$ cat src/design/qefa_pkg.sv
// Shared types, constants and microcode for the quadratic extension field ALU.
package qefa_pkg;

  localparam int FW    = 62;  // base field residue width
  localparam int EW    = 64;  // exponent and Barrett reciprocal width
  localparam int RF_AW = 4;
  localparam int PC_W  = 7;
  localparam logic [PC_W-1:0] UCODE_LEN = 7'd82;

  // configuration register indexes
  localparam logic [1:0] CFG_MODULUS = 2'd0;
  localparam logic [1:0] CFG_BITS    = 2'd1;
  localparam logic [1:0] CFG_RECIP   = 2'd2;

  typedef enum logic [2:0] {
    OP_ADD  = 3'd0,
    OP_SUB  = 3'd1,
    OP_MUL  = 3'd2,
    OP_NEG  = 3'd3,
    OP_MULW = 3'd4,
    OP_INV  = 3'd5,
    OP_POW  = 3'd6
  } op_e;

  typedef enum logic [3:0] {
    U_NOP, U_MODIN, U_CONST0, U_CONST1, U_DISPATCH, U_ADD, U_SUB, U_MUL,
    U_ELOADI, U_ELOADP, U_ESHIFT, U_BRZ, U_BRL0, U_JMP, U_DONE
  } uop_e;

  typedef enum logic [1:0] {ST_IDLE, ST_FETCH, ST_EXEC, ST_WAIT} ctl_state_e;

  typedef enum logic [2:0] {BAR_IDLE, BAR_M1, BAR_M2, BAR_M3, BAR_M4} bar_ph_e;

  typedef struct packed {
    logic [2:0]    operation;
    logic [FW-1:0] a_re;
    logic [FW-1:0] a_im;
    logic [FW-1:0] b_re;
    logic [FW-1:0] b_im;
    logic [EW-1:0] exponent;
  } in_item_t;

  typedef struct packed {
    logic [FW-1:0] r_re;
    logic [FW-1:0] r_im;
  } out_item_t;

  typedef struct packed {
    uop_e             uop;
    logic [RF_AW-1:0] dst;
    logic [RF_AW-1:0] src_a;
    logic [RF_AW-1:0] src_b;
    logic [PC_W-1:0]  target;
  } uinstr_t;

  typedef struct packed {
    logic             capture;
    logic             exec;
    uop_e             uop;
    logic [RF_AW-1:0] dst;
    logic [RF_AW-1:0] ra;
    logic [RF_AW-1:0] rb;
  } ctl_cmd_t;

  typedef struct packed {
    logic       unit_done;
    logic       e_zero;
    logic       e_lsb;
    logic       out_free;
    logic       mod_zero;
    logic [2:0] op;
  } dp_status_t;

  // register file slots
  localparam logic [RF_AW-1:0] R_ARE  = 4'd0;
  localparam logic [RF_AW-1:0] R_AIM  = 4'd1;
  localparam logic [RF_AW-1:0] R_BRE  = 4'd2;
  localparam logic [RF_AW-1:0] R_BIM  = 4'd3;
  localparam logic [RF_AW-1:0] R_ZERO = 4'd4;
  localparam logic [RF_AW-1:0] R_RE   = 4'd5;
  localparam logic [RF_AW-1:0] R_IM   = 4'd6;
  localparam logic [RF_AW-1:0] R_T0   = 4'd7;
  localparam logic [RF_AW-1:0] R_T1   = 4'd8;
  localparam logic [RF_AW-1:0] R_T2   = 4'd9;
  localparam logic [RF_AW-1:0] R_T3   = 4'd10;
  localparam logic [RF_AW-1:0] R_T4   = 4'd11;
  localparam logic [RF_AW-1:0] R_NRM  = 4'd13;
  localparam logic [RF_AW-1:0] R_IACC = 4'd14;
  localparam logic [RF_AW-1:0] R_ONE  = 4'd15;

  // program entry points
  localparam logic [PC_W-1:0] A_PRO      = 7'd0;
  localparam logic [PC_W-1:0] A_ADD      = 7'd7;
  localparam logic [PC_W-1:0] A_SUB      = 7'd10;
  localparam logic [PC_W-1:0] A_NEG      = 7'd13;
  localparam logic [PC_W-1:0] A_MULW     = 7'd16;
  localparam logic [PC_W-1:0] A_ZERO     = 7'd25;
  localparam logic [PC_W-1:0] A_MUL      = 7'd26;
  localparam logic [PC_W-1:0] A_INV      = 7'd37;
  localparam logic [PC_W-1:0] A_INV_LOOP = 7'd44;
  localparam logic [PC_W-1:0] A_INV_SQR  = 7'd47;
  localparam logic [PC_W-1:0] A_INV_END  = 7'd50;
  localparam logic [PC_W-1:0] A_POW      = 7'd54;
  localparam logic [PC_W-1:0] A_POW_LOOP = 7'd57;
  localparam logic [PC_W-1:0] A_POW_MUL  = 7'd59;
  localparam logic [PC_W-1:0] A_POW_SQR  = 7'd69;
  localparam logic [PC_W-1:0] A_POW_END  = 7'd81;
  localparam logic [PC_W-1:0] EXT_LEN    = 7'd10;

  function automatic uinstr_t mk(input uop_e u, input logic [RF_AW-1:0] d,
                                 input logic [RF_AW-1:0] a, input logic [RF_AW-1:0] b);
    uinstr_t r;
    r.uop = u;
    r.dst = d;
    r.src_a = a;
    r.src_b = b;
    r.target = A_PRO;
    return r;
  endfunction

  function automatic uinstr_t mkj(input uop_e u, input logic [PC_W-1:0] t);
    uinstr_t r;
    r = mk(u, R_ZERO, R_ZERO, R_ZERO);
    r.target = t;
    return r;
  endfunction

  // Karatsuba extension product (x) * (y) -> (d), i^2 = -3
  function automatic uinstr_t ext_step(input logic [3:0] k,
      input logic [RF_AW-1:0] xr, input logic [RF_AW-1:0] xi,
      input logic [RF_AW-1:0] yr, input logic [RF_AW-1:0] yi,
      input logic [RF_AW-1:0] dr, input logic [RF_AW-1:0] di);
    uinstr_t r;
    case (k)
      4'd0:    r = mk(U_ADD, R_T0, xr, xi);
      4'd1:    r = mk(U_ADD, R_T1, yr, yi);
      4'd2:    r = mk(U_MUL, R_T2, R_T0, R_T1);
      4'd3:    r = mk(U_MUL, R_T3, xr, yr);
      4'd4:    r = mk(U_MUL, R_T4, xi, yi);
      4'd5:    r = mk(U_ADD, R_T0, R_T4, R_T4);
      4'd6:    r = mk(U_ADD, R_T0, R_T0, R_T4);
      4'd7:    r = mk(U_SUB, R_T2, R_T2, R_T3);
      4'd8:    r = mk(U_SUB, dr, R_T3, R_T0);
      default: r = mk(U_SUB, di, R_T2, R_T4);
    endcase
    return r;
  endfunction

  function automatic uinstr_t ucode(input logic [PC_W-1:0] pc);
    uinstr_t r;
    logic [PC_W-1:0] off;
    case (pc)
      // prologue: reduce operands, load constants
      7'd0:  r = mk(U_MODIN, R_ARE, R_ARE, R_ZERO);
      7'd1:  r = mk(U_MODIN, R_AIM, R_AIM, R_ZERO);
      7'd2:  r = mk(U_MODIN, R_BRE, R_BRE, R_ZERO);
      7'd3:  r = mk(U_MODIN, R_BIM, R_BIM, R_ZERO);
      7'd4:  r = mk(U_CONST0, R_ZERO, R_ZERO, R_ZERO);
      7'd5:  r = mk(U_CONST1, R_ONE, R_ZERO, R_ZERO);
      7'd6:  r = mk(U_DISPATCH, R_ZERO, R_ZERO, R_ZERO);
      7'd7:  r = mk(U_ADD, R_RE, R_ARE, R_BRE);
      7'd8:  r = mk(U_ADD, R_IM, R_AIM, R_BIM);
      7'd9:  r = mk(U_DONE, R_ZERO, R_RE, R_IM);
      7'd10: r = mk(U_SUB, R_RE, R_ARE, R_BRE);
      7'd11: r = mk(U_SUB, R_IM, R_AIM, R_BIM);
      7'd12: r = mk(U_DONE, R_ZERO, R_RE, R_IM);
      7'd13: r = mk(U_SUB, R_RE, R_ZERO, R_ARE);
      7'd14: r = mk(U_SUB, R_IM, R_ZERO, R_AIM);
      7'd15: r = mk(U_DONE, R_ZERO, R_RE, R_IM);
      // multiply by (-3 + i)
      7'd16: r = mk(U_ADD, R_T0, R_ARE, R_AIM);
      7'd17: r = mk(U_SUB, R_T0, R_ZERO, R_T0);
      7'd18: r = mk(U_ADD, R_T1, R_T0, R_T0);
      7'd19: r = mk(U_ADD, R_RE, R_T1, R_T0);
      7'd20: r = mk(U_SUB, R_T2, R_ZERO, R_AIM);
      7'd21: r = mk(U_ADD, R_T3, R_T2, R_T2);
      7'd22: r = mk(U_ADD, R_T3, R_T3, R_T2);
      7'd23: r = mk(U_ADD, R_IM, R_ARE, R_T3);
      7'd24: r = mk(U_DONE, R_ZERO, R_RE, R_IM);
      7'd25: r = mk(U_DONE, R_ZERO, R_ZERO, R_ZERO);
      7'd36: r = mk(U_DONE, R_ZERO, R_RE, R_IM);
      // inverse: conjugate times norm^(p-2)
      7'd37: r = mk(U_MUL, R_T0, R_AIM, R_AIM);
      7'd38: r = mk(U_ADD, R_T1, R_T0, R_T0);
      7'd39: r = mk(U_ADD, R_T1, R_T1, R_T0);
      7'd40: r = mk(U_MUL, R_T2, R_ARE, R_ARE);
      7'd41: r = mk(U_ADD, R_NRM, R_T2, R_T1);
      7'd42: r = mk(U_ADD, R_IACC, R_ONE, R_ZERO);
      7'd43: r = mk(U_ELOADP, R_ZERO, R_ZERO, R_ZERO);
      7'd44: r = mkj(U_BRZ, A_INV_END);
      7'd45: r = mkj(U_BRL0, A_INV_SQR);
      7'd46: r = mk(U_MUL, R_IACC, R_IACC, R_NRM);
      7'd47: r = mk(U_MUL, R_NRM, R_NRM, R_NRM);
      7'd48: r = mk(U_ESHIFT, R_ZERO, R_ZERO, R_ZERO);
      7'd49: r = mkj(U_JMP, A_INV_LOOP);
      7'd50: r = mk(U_MUL, R_RE, R_ARE, R_IACC);
      7'd51: r = mk(U_MUL, R_T0, R_AIM, R_IACC);
      7'd52: r = mk(U_SUB, R_IM, R_ZERO, R_T0);
      7'd53: r = mk(U_DONE, R_ZERO, R_RE, R_IM);
      // power, exponent LSB first
      7'd54: r = mk(U_ADD, R_RE, R_ONE, R_ZERO);
      7'd55: r = mk(U_ADD, R_IM, R_ZERO, R_ZERO);
      7'd56: r = mk(U_ELOADI, R_ZERO, R_ZERO, R_ZERO);
      7'd57: r = mkj(U_BRZ, A_POW_END);
      7'd58: r = mkj(U_BRL0, A_POW_SQR);
      7'd79: r = mk(U_ESHIFT, R_ZERO, R_ZERO, R_ZERO);
      7'd80: r = mkj(U_JMP, A_POW_LOOP);
      7'd81: r = mk(U_DONE, R_ZERO, R_RE, R_IM);
      default: r = mk(U_NOP, R_ZERO, R_ZERO, R_ZERO);
    endcase
    if (pc >= A_MUL && pc < A_MUL + EXT_LEN) begin
      off = pc - A_MUL;
      r = ext_step(off[3:0], R_ARE, R_AIM, R_BRE, R_BIM, R_RE, R_IM);
    end
    if (pc >= A_POW_MUL && pc < A_POW_MUL + EXT_LEN) begin
      off = pc - A_POW_MUL;
      r = ext_step(off[3:0], R_RE, R_IM, R_ARE, R_AIM, R_RE, R_IM);
    end
    if (pc >= A_POW_SQR && pc < A_POW_SQR + EXT_LEN) begin
      off = pc - A_POW_SQR;
      r = ext_step(off[3:0], R_ARE, R_AIM, R_ARE, R_AIM, R_ARE, R_AIM);
    end
    return r;
  endfunction

  function automatic logic [PC_W-1:0] entry(input logic [2:0] op, input logic mod_zero);
    logic [PC_W-1:0] a;
    case (op)
      OP_ADD:  a = A_ADD;
      OP_SUB:  a = A_SUB;
      OP_MUL:  a = A_MUL;
      OP_NEG:  a = A_NEG;
      OP_MULW: a = A_MULW;
      OP_INV:  a = A_INV;
      OP_POW:  a = A_POW;
      default: a = A_ZERO;
    endcase
    if (mod_zero) a = A_ZERO;
    return a;
  endfunction

endpackage

$ cat src/design/qefa_ctrl.sv
// Microcode sequencer: program counter, fetch/execute state machine, branches.
module qefa_ctrl (
  input  logic                 clk_i,
  input  logic                 rst_ni,
  input  logic                 in_valid_i,
  output logic                 in_stall_o,
  input  qefa_pkg::dp_status_t status_i,
  output qefa_pkg::ctl_cmd_t   cmd_o
);

  qefa_pkg::ctl_state_e      state_q, state_d;
  logic [qefa_pkg::PC_W-1:0] pc_q, pc_d, pc_inc;
  qefa_pkg::uinstr_t         instr;

  assign instr  = qefa_pkg::ucode(pc_q);
  assign pc_inc = pc_q + qefa_pkg::PC_W'(1);

  always_comb begin
    state_d       = state_q;
    pc_d          = pc_q;
    cmd_o.capture = 1'b0;
    cmd_o.exec    = (state_q == qefa_pkg::ST_EXEC);
    cmd_o.uop     = instr.uop;
    cmd_o.dst     = instr.dst;
    cmd_o.ra      = instr.src_a;
    cmd_o.rb      = instr.src_b;
    case (state_q)
      qefa_pkg::ST_IDLE: begin
        if (in_valid_i) begin
          cmd_o.capture = 1'b1;
          pc_d          = qefa_pkg::A_PRO;
          state_d       = qefa_pkg::ST_FETCH;
        end
      end
      qefa_pkg::ST_FETCH: state_d = qefa_pkg::ST_EXEC;
      qefa_pkg::ST_EXEC: begin
        state_d = qefa_pkg::ST_FETCH;
        pc_d    = pc_inc;
        case (instr.uop)
          qefa_pkg::U_MUL, qefa_pkg::U_MODIN: begin
            state_d = qefa_pkg::ST_WAIT;
            pc_d    = pc_q;
          end
          qefa_pkg::U_BRZ:      if (status_i.e_zero) pc_d = instr.target;
          qefa_pkg::U_BRL0:     if (!status_i.e_lsb) pc_d = instr.target;
          qefa_pkg::U_JMP:      pc_d = instr.target;
          qefa_pkg::U_DISPATCH: pc_d = qefa_pkg::entry(status_i.op, status_i.mod_zero);
          qefa_pkg::U_DONE: begin
            pc_d = pc_q;
            // wait here until the output register can take the item
            if (status_i.out_free) state_d = qefa_pkg::ST_IDLE;
            else                   state_d = qefa_pkg::ST_EXEC;
          end
          default: ;
        endcase
      end
      qefa_pkg::ST_WAIT: begin
        if (status_i.unit_done) begin
          pc_d    = pc_inc;
          state_d = qefa_pkg::ST_FETCH;
        end
      end
      default: state_d = qefa_pkg::ST_IDLE;
    endcase
  end

  always_ff @(posedge clk_i or negedge rst_ni) begin
    if (!rst_ni) begin
      state_q <= qefa_pkg::ST_IDLE;
      pc_q    <= qefa_pkg::A_PRO;
    end else begin
      state_q <= state_d;
      pc_q    <= pc_d;
    end
  end

  assign in_stall_o = (state_q != qefa_pkg::ST_IDLE);

  a_done_only_waiting: assert property (@(posedge clk_i) disable iff (!rst_ni)
    status_i.unit_done |-> state_q == qefa_pkg::ST_WAIT)
    else $error("arithmetic unit finished outside of wait state");

  a_pc_in_program: assert property (@(posedge clk_i) disable iff (!rst_ni)
    pc_q < qefa_pkg::UCODE_LEN)
    else $error("program counter left the microprogram");

  a_done_returns_idle: assert property (@(posedge clk_i) disable iff (!rst_ni)
    (state_q == qefa_pkg::ST_EXEC && instr.uop == qefa_pkg::U_DONE && status_i.out_free)
    |=> state_q == qefa_pkg::ST_IDLE)
    else $error("item result issued but sequencer did not go idle");

endmodule

$ cat config.mk
export PLATFORM = sky130hd
export DESIGN_NAME = qefa_ctrl
export DESIGN_NICKNAME = d
export VERILOG_FILES = /design/src/design/qefa_pkg.sv /design/src/design/qefa_ctrl.sv
export SDC_FILE = /design/constraint.sdc
export NUM_CORES = 1
export LEC_CHECK = 0
export CAP_MARGIN = 5
export CELL_PAD_IN_SITES_DETAIL_PLACEMENT = 0
export CELL_PAD_IN_SITES_GLOBAL_PLACEMENT = 1
export CORE_AREA = 2 2 101 103
export DETAILED_ROUTE_END_ITERATION = 10
export DIE_AREA = 0 0 103 105
export DONT_BUFFER_PORTS = 1
export PLACE_DENSITY_LB_ADDON = 0.1
export SLEW_MARGIN = 20
export SYNTH_ARGS = -nofsm -noshare
export SYNTH_HDL_FRONTEND = slang
export SYNTH_SLANG_ARGS = --single-unit
export TNS_END_PERCENT = 20
$ cat constraint.sdc
create_clock -name clk_i -period 5.4 [get_ports clk_i]
set_clock_uncertainty 0.05 [all_clocks]
set_input_delay 0.54 -clock clk_i [delete_from_list [all_inputs] [get_ports clk_i]]
set_output_delay 0.54 -clock clk_i [all_outputs]
set_load 0.005 [all_outputs]
==> results of run 1 <==
[kinds of logic after synthesis]
logic type	share of synthesized area [%]
and+or+nand+nor	29.78
adders and majority gates	9.127
DFF	5.909
AOI/OAI and AO/OA	40.02
muxes	2.955
buffers and inverters	8.536
xor gates and xnor gates	3.677
[layer usage]
metal  share of wire (%)  global-route usage, %  up-vias  wire, um
li1                    -                      -     2082         -
met1                  40                  36.87     2139      6360
met2                  47                  47.08      265      7491
met3                 7.6                  2.542       60      1209
met4                 5.0                  14.10        0       788
met5                   0                      0        -         0
[worst paths after layout]
check / startpoint / to / slack [ps] / cells past startpoint
max: pc_q[1] / pc_q[3] / 890 / 13
min: state_q[1] / state_q[1] / 510 / 2
max reg2reg: pc_q[1] / pc_q[3] / 890 / 13
min reg2reg: state_q[1] / state_q[1] / 510 / 2
max in group asynchronous: rst_ni / pc_q[3] / 4380 / 1
min in group asynchronous: rst_ni / pc_q[1] / 620 / 1
[critical path: cells and delay by family (launching register included)]
kind / cells / cell delay, ps
AO/OA/AOI/OAI: 5 / 1410
adder cells (fa/ha/maj): 2 / 1190
flip-flops: 1 / 340
buffers and inverters: 2 / 470
multiplexers: 2 / 370
AND/OR/NAND/NOR: 2 / 530
[registers in the layout, summed over array words and instances (netlist names)]
| signal | cells |
|---|---|
| state_q | 2 |
| pc_q | 7 |
[cell type report]
class                           count  area (um2)
Clock buffer                        4       45.04
Fill cell                        1092        5723
Inverter                           23       86.33
Multi-Input combinational cell    493        3261
Sequential cell                     9       227.7
Tap cell                          133       166.4
Timing Repair Buffer               17       130.1
[where the power goes]
part | internal [mW] | switching, mW | leakage, nW
sequential | 0.0833 | 0.0504 | 0.116
clock | 0.0515 | 0.0274 | 0.0228
combinational | 0.396 | 0.762 | 1.28
[metrics by stage]
stage | std cells | util [%] | total power [mW] | worst slack [ps]
2_1_floorplan | 576 | - | 0.9703 | 1552
3_3_place_gp | 674 | 40.06 | 1.277 | 1046
3_5_place_dp | 674 | 40.06 | 1.262 | 1009
4_1_cts | 679 | 40.63 | 1.352 | 960.9
5_1_grt | 679 | 40.63 | 1.466 | 560.0
6_report | 679 | 40.63 | 1.371 | 888.1
[cell usage after synthesis (all sizes together) (7+ instances only)]
| cell | count |
|---|---|
| o211ai | 7 |
| a21oi | 56 |
| ha | 27 |
| a311oi | 9 |
| inv | 22 |
| nor2 | 51 |
| xnor2 | 13 |
| o221ai | 7 |
| a211oi | 14 |
| o22ai | 11 |
| nand2 | 64 |
| nor3 | 19 |
| mux2i | 9 |
| nor2b | 12 |
| clkbuf | 27 |
| nand3 | 13 |
| a31oi | 12 |
| dfrtp | 9 |
| nand2b | 19 |
| o21ai | 45 |
| buf | 24 |
[timing repair]
item / in CTS / in global routing
hold buffers: 1 / 0
resized for setup: 0 / 0
endpoints found under the hold margin: 9 / 0
==> summary.txt, run 1 <==
Clock buffer depth - 2
Die width - 103 um
Htree depth - 1
Max frequency - 221.6 MHz
Synth Register Bits - 9
PortBufs - 0
TritonRoute pass-1 iters - 6
Postcts setup bufs - 0
CP max-delay cell - a311oi_2
Lkg Pwr - 1.417 nW
Vias in the first global route - 4259
EDFF count, synth - 0
Critical Path RT - 5440 ps
Final instance area - 0.003916 mm2
Slew Limit Fails - 0
Max VDD drop - 0.0002183 V
Worst setup SP type - register
Synth area leaders - ha_1 (8.9%), a21oi_1 (7.4%), nand2_1 (6.1%)
Main synth FF type - dfrtp_1
Via count - 4546
First-pass GRT wire length - 24.05 mm
Routed WL per cell - 23.34 um
Commonest non-fill, non-tap cell in the layout - nand2_1
Post-synth ARST share - 100.0%
CTS root buf - clkbuf_8
Final period utilization - 83.55%
Routed WL - 15.85 mm
Worst-Margin Slew - 921.3 ps
Tot GR Track Use - 28.64%
Hold Path Class - reg2reg
Antenna Nets Post-Route - 0
Mapped Area - 0.003811 mm2
Setup TNS - 0 ps
DIE AREA - 0.01082 mm2
Final hold slack - 511.8 ps
Rel. slew slack - 38.58%
Final hold violations - 0
Initial Util - 39.54%
Worst path cell trace - buf_4 > ha_1 > ha_1 > a21boi_0 > mux2i_1 > a21oi_1 > nand4b_1 > nor3b_4 > inv_2 > mux2i_1 > a311oi_2 > a21boi_2 > o221ai_1
Layout area overhead - 2.758%
CTS tree - done
Crit path capture type - register
Power Dens Cells - 350.1 mW/mm2
Post-DP HPWL - 11.67 mm
Library cells used by synthesis - 85
Outcome - complete, no violations
DRC Markers - 0
Fin crit period - 4512 ps
Crit path arrival time - 4550 ps
Synthesized Nets - 614
Share of layout cells above drive strength 1 - 9.158%
Max-capacitance violation count - 0
Clk sinks - 9
Avg Vias per Cell - 6.695
DIE HEIGHT - 105 um
Synth top area share - 8.864%
Register area share after synthesis - 5.909%
Cells after Synth - 576
Most frequent cells in the layout - nand2_1 (62), a21oi_1 (56), nor2_1 (51), o21ai_0 (43), ha_1 (27)
Pin count of the biggest net entering global routing - 43
Initial antenna violation count - 0
Yosys warns - 0
Core ar. - 0.009639 mm2
Worst Setup Path Type - reg2reg
Clock latency on the worst-skew pair - 240 ps
# rows - 36
Yosys top cell by area - ha_1
TritonCTS Buffers - 3
Critical path peak fanout - 26
IO Pins - 30
NumNets Final - 585
Setup violators final - 0
Reg clk slew, reported paths - 50 ps
Initial drt markers - 556
RePlAce Congestion - 0.9700
Total grt overflow - 0
Max incr delay on CP - 730 ps
Synth Area per Inst - 6.617 um2
Placed cell area - 0.003861 mm2
RSZ-0062 raised after global routing - no
Ant. Diodes - 0
(Power assumes the default switching activity.)
==> inputs of run 2 (changes only) <==
ABC_AREA = 1   (was not set)
CORE_AREA = 2 2 98 100   (was 2 2 101 103)
DIE_AREA = 0 0 100 102   (was 0 0 103 105)
clock period = 3.6 ns   (was 5.4 ns; I/O delays follow)
==> run 2 against run 1 <==
  * Final cell count rose by 23%
  * Sequential share of layout area fell by 0.21 points
  * Via count rose by 11%
  * Hold slack got worse by 210 ps
  * Synthesized cell count rose by 21%
  * Non-clock buffer count rose by 36
  * Utilization rose by 3.5 points
  * Area after synthesis fell by 6.3%
  * Highest routed layer unchanged
  * Flip-flop and latch count did not move
  * Worst setup slack got worse by 580 ps
==> summary.txt, run 2 <==
Synth Register Bits - 9 (unchanged)
Vias in the first global route - 4745 (+11%)
Mux share of post-synthesis cell area - 0% (-3.0 points)
Tot GR Track Use - 33.93% (+5.3 points)
Antenna Nets Post-Route - 0 (unchanged)
Main synth FF type - dfrtp_1
Worst Setup Path Type - reg2out
TritonRoute pass-1 iters - 5 (-1)
Synth area leaders - nand2_1 (20%), nor2_1 (11%), o21ai_0 (9.5%)
Slew Limit Fails - 0 (unchanged)
Initial antenna violation count - 0 (unchanged)
Largest family of logic cells by synthesized area - simple AND/OR/NAND/NOR gates
RePlAce Congestion - 1.041 (+7.3%)
Share of layout cells above drive strength 1 - 10.51% (+1.4 points)
First-pass GRT wire length - 26.55 mm (+10%)
Crit path capture type - output port
Final instance area - 0.004019 mm2 (+2.6%)
Critical path peak fanout - 12 (-54%)
Rel. slew slack - 61.20% (+23 points)
PortBufs - 0 (unchanged)
Start point of the critical path - pc_q[1]
CTS root buf - clkbuf_8
Ant. Diodes - 0 (unchanged)
Post-synth ARST share - 100.0% (unchanged)
DIE AREA - 0.01020 mm2 (-5.7%)
Most frequent cell after synthesis - nand2_1
Placed cell area - 0.003949 mm2 (+2.3%)
Adder-cell share of the synthesized area - 9.457% (+0.33 points)
Fillers - 1032 (-5.5%)
Die width - 100 um (-2.9%)
Post-Synth Simple-Gate Area - 45.46% (+16 points)
Register area share after synthesis - 6.305% (+0.40 points)
Setup violators final - 0 (unchanged)
Hold Path Class - in2reg
Htree depth - 1 (unchanged)
Largest Register - pc_q
Synthesized Nets - 735 (+20%)
Setup TNS - 0 ps (unchanged)
Cells after Synth - 697 (+21%)
Library cells used by synthesis - 41 (-52%)
Core ar. - 0.009109 mm2 (-5.5%)
Non-filler cells, final - 834 (+23%)
RR Startpoint - pc_q[1]
Fin crit period - 3296 ps
NumNets Final - 762 (+30%)
Max frequency - 303.4 MHz
Clock buffer depth - 2 (unchanged)
# rows - 35 (-2.8%)
Via count - 5039 (+11%)
Clk sinks - 9 (unchanged)
Top post-synthesis cells by count - nand2_1 (189), nor2_1 (107), inv_1 (84)
Final hold violations - 0 (unchanged)
Synth top area share - 19.86% (+11 points)
Layout Utilization - 44.12% (+3.5 points)
Final period utilization - 91.56%
Layout area overhead - 12.50%
RSZ-0062 raised after global routing - no
DRC Markers - 0 (unchanged)
Routed WL - 17.17 mm (+8.3%)
Avg Vias per Cell - 6.042 (-9.8%)
Placed insts - 829 (+23%)
Initial drt markers - 518 (-6.8%)
Reg clk slew, reported paths - 40 ps (about the same)
TritonCTS Buffers - 3 (unchanged)
Worst setup SP type - register
Yosys top cell by area - nand2_1
Max reg flops - 7 (unchanged)
Largest regs - pc_q (7), state_q (2)
Initial Util - 39.22% (-0.32 points)
DIE HEIGHT - 102 um (-2.9%)
Complex-gate fraction of the synthesized area - 23.96% (-16 points)
Total grt overflow - 0 (unchanged)
IO Pins - 30 (unchanged)
Yosys warns - 0 (unchanged)
Synth Area per Inst - 5.125 um2 (-23%)
Crit path arrival time - 2890 ps (-1660 ps)
Max-capacitance violation count - 0 (unchanged)
EDFF count, synth - 0 (unchanged)
Commonest non-fill, non-tap cell in the layout - nand2_1
Critical Path RT - 3190 ps (-2250 ps)
Clock latency on the worst-skew pair - 230 ps (about the same)
Routed WL per cell - 20.59 um (-12%)
Mapped Area - 0.003572 mm2 (-6.3%)
Most frequent cells in the layout - nand2_1 (189), nor2_1 (107), inv_1 (84), o21ai_0 (68), nand3_1 (58)
Worst-Margin Slew - 579.9 ps (-341.4 ps)
Pin count of the biggest net entering global routing - 19 (-56%)
Worst hold start - status_i[4]
Synth Area in XOR/XNOR - 0.9807% (-2.7 points)
CTS tree - done
Post-DP HPWL - 13.77 mm (+18%)
Outcome - complete, no violations
run 2: cell count changes after synthesis, sizes merged, moves of 13 or more:
cell,before,now
a21oi,56,37
inv,22,90
nand2b,19,0
nand2,64,192
clkbuf,27,12
nor3,19,6
nor2,51,111
nand3,13,61
o21ai,45,69
run 2: path summary, 6_finish.rpt:
check	slack [ps]	to	depth (start not counted)
setup / recovery	300	cmd_o[13]	14
hold / removal	310	state_q[1]	3
setup reg to reg	340	pc_q[2]	18
hold reg to reg	510	state_q[1]	2
max in group asynchronous	2760	pc_q[1]	1
min in group asynchronous	450	pc_q[3]	1
run 2: stage by stage:
| stage | hold WS [ps] | setup WS [ps] |
|---|---|---|
| floorplan | 14.41 | 395.4 |
| CTS | 310.0 | 231.7 |
| global route | 336.8 | 44.19 |
| detailed placement | 14.65 | 281.3 |
| global placement | 14.69 | 234.4 |
| finish | 306.7 | 303.8 |
run 2: layout make-up:
type | count | area, um2 | area share (%)
Multi-Input combinational cell | 566 | 2868 | 71.36
Timing Repair Buffer | 53 | 400.4 | 9.963
Inverter | 91 | 341.6 | 8.499
Sequential cell | 9 | 225.2 | 5.604
Tap cell | 111 | 138.9 | 3.456
Clock buffer | 4 | 45.04 | 1.121
run 2: per-layer routing:
| metal | part of all wire (%) | global-route usage, % |
|---|---|---|
| met3 | 8.5 | 2.941 |
| met4 | 7.3 | 19.70 |
| met1 | 38 | 41.91 |
| met2 | 46 | 58.11 |
| met5 | 0 | 0 |
run 2: timing repair:
item	CTS	global route
endpoints found under the setup margin	0	7
gates resized for setup	0	3
hold buffers	1	0
endpoints found under the hold margin	9	0
buffers inserted	0	0
run 2: critical path, stage by stage (launching register included):
cell and delay (ps):
dfrtp_1 370, inv_1 250, ha_1 390, nand2_1 230, nor2_1 190, nor2_1 100, nor3_1 160, nor2_1 70
nand2_1 120, nand2_1 70, nand2_1 120, nand2_1 160, buf_4 220, inv_1 80, buf_4 110
run 2: kinds of logic after synthesis:
group	after synthesis
XOR/XNOR	4
buffers and inverters	122
adder cells (fa/ha/maj)	27
flip-flops	9
AO/OA/AOI/OAI	147
AND/OR/NAND/NOR	388
Power of run 2 is left out: the tool's default activity adds up to more than one toggle a clock period on the data nets, which glitch-free logic cannot reach.
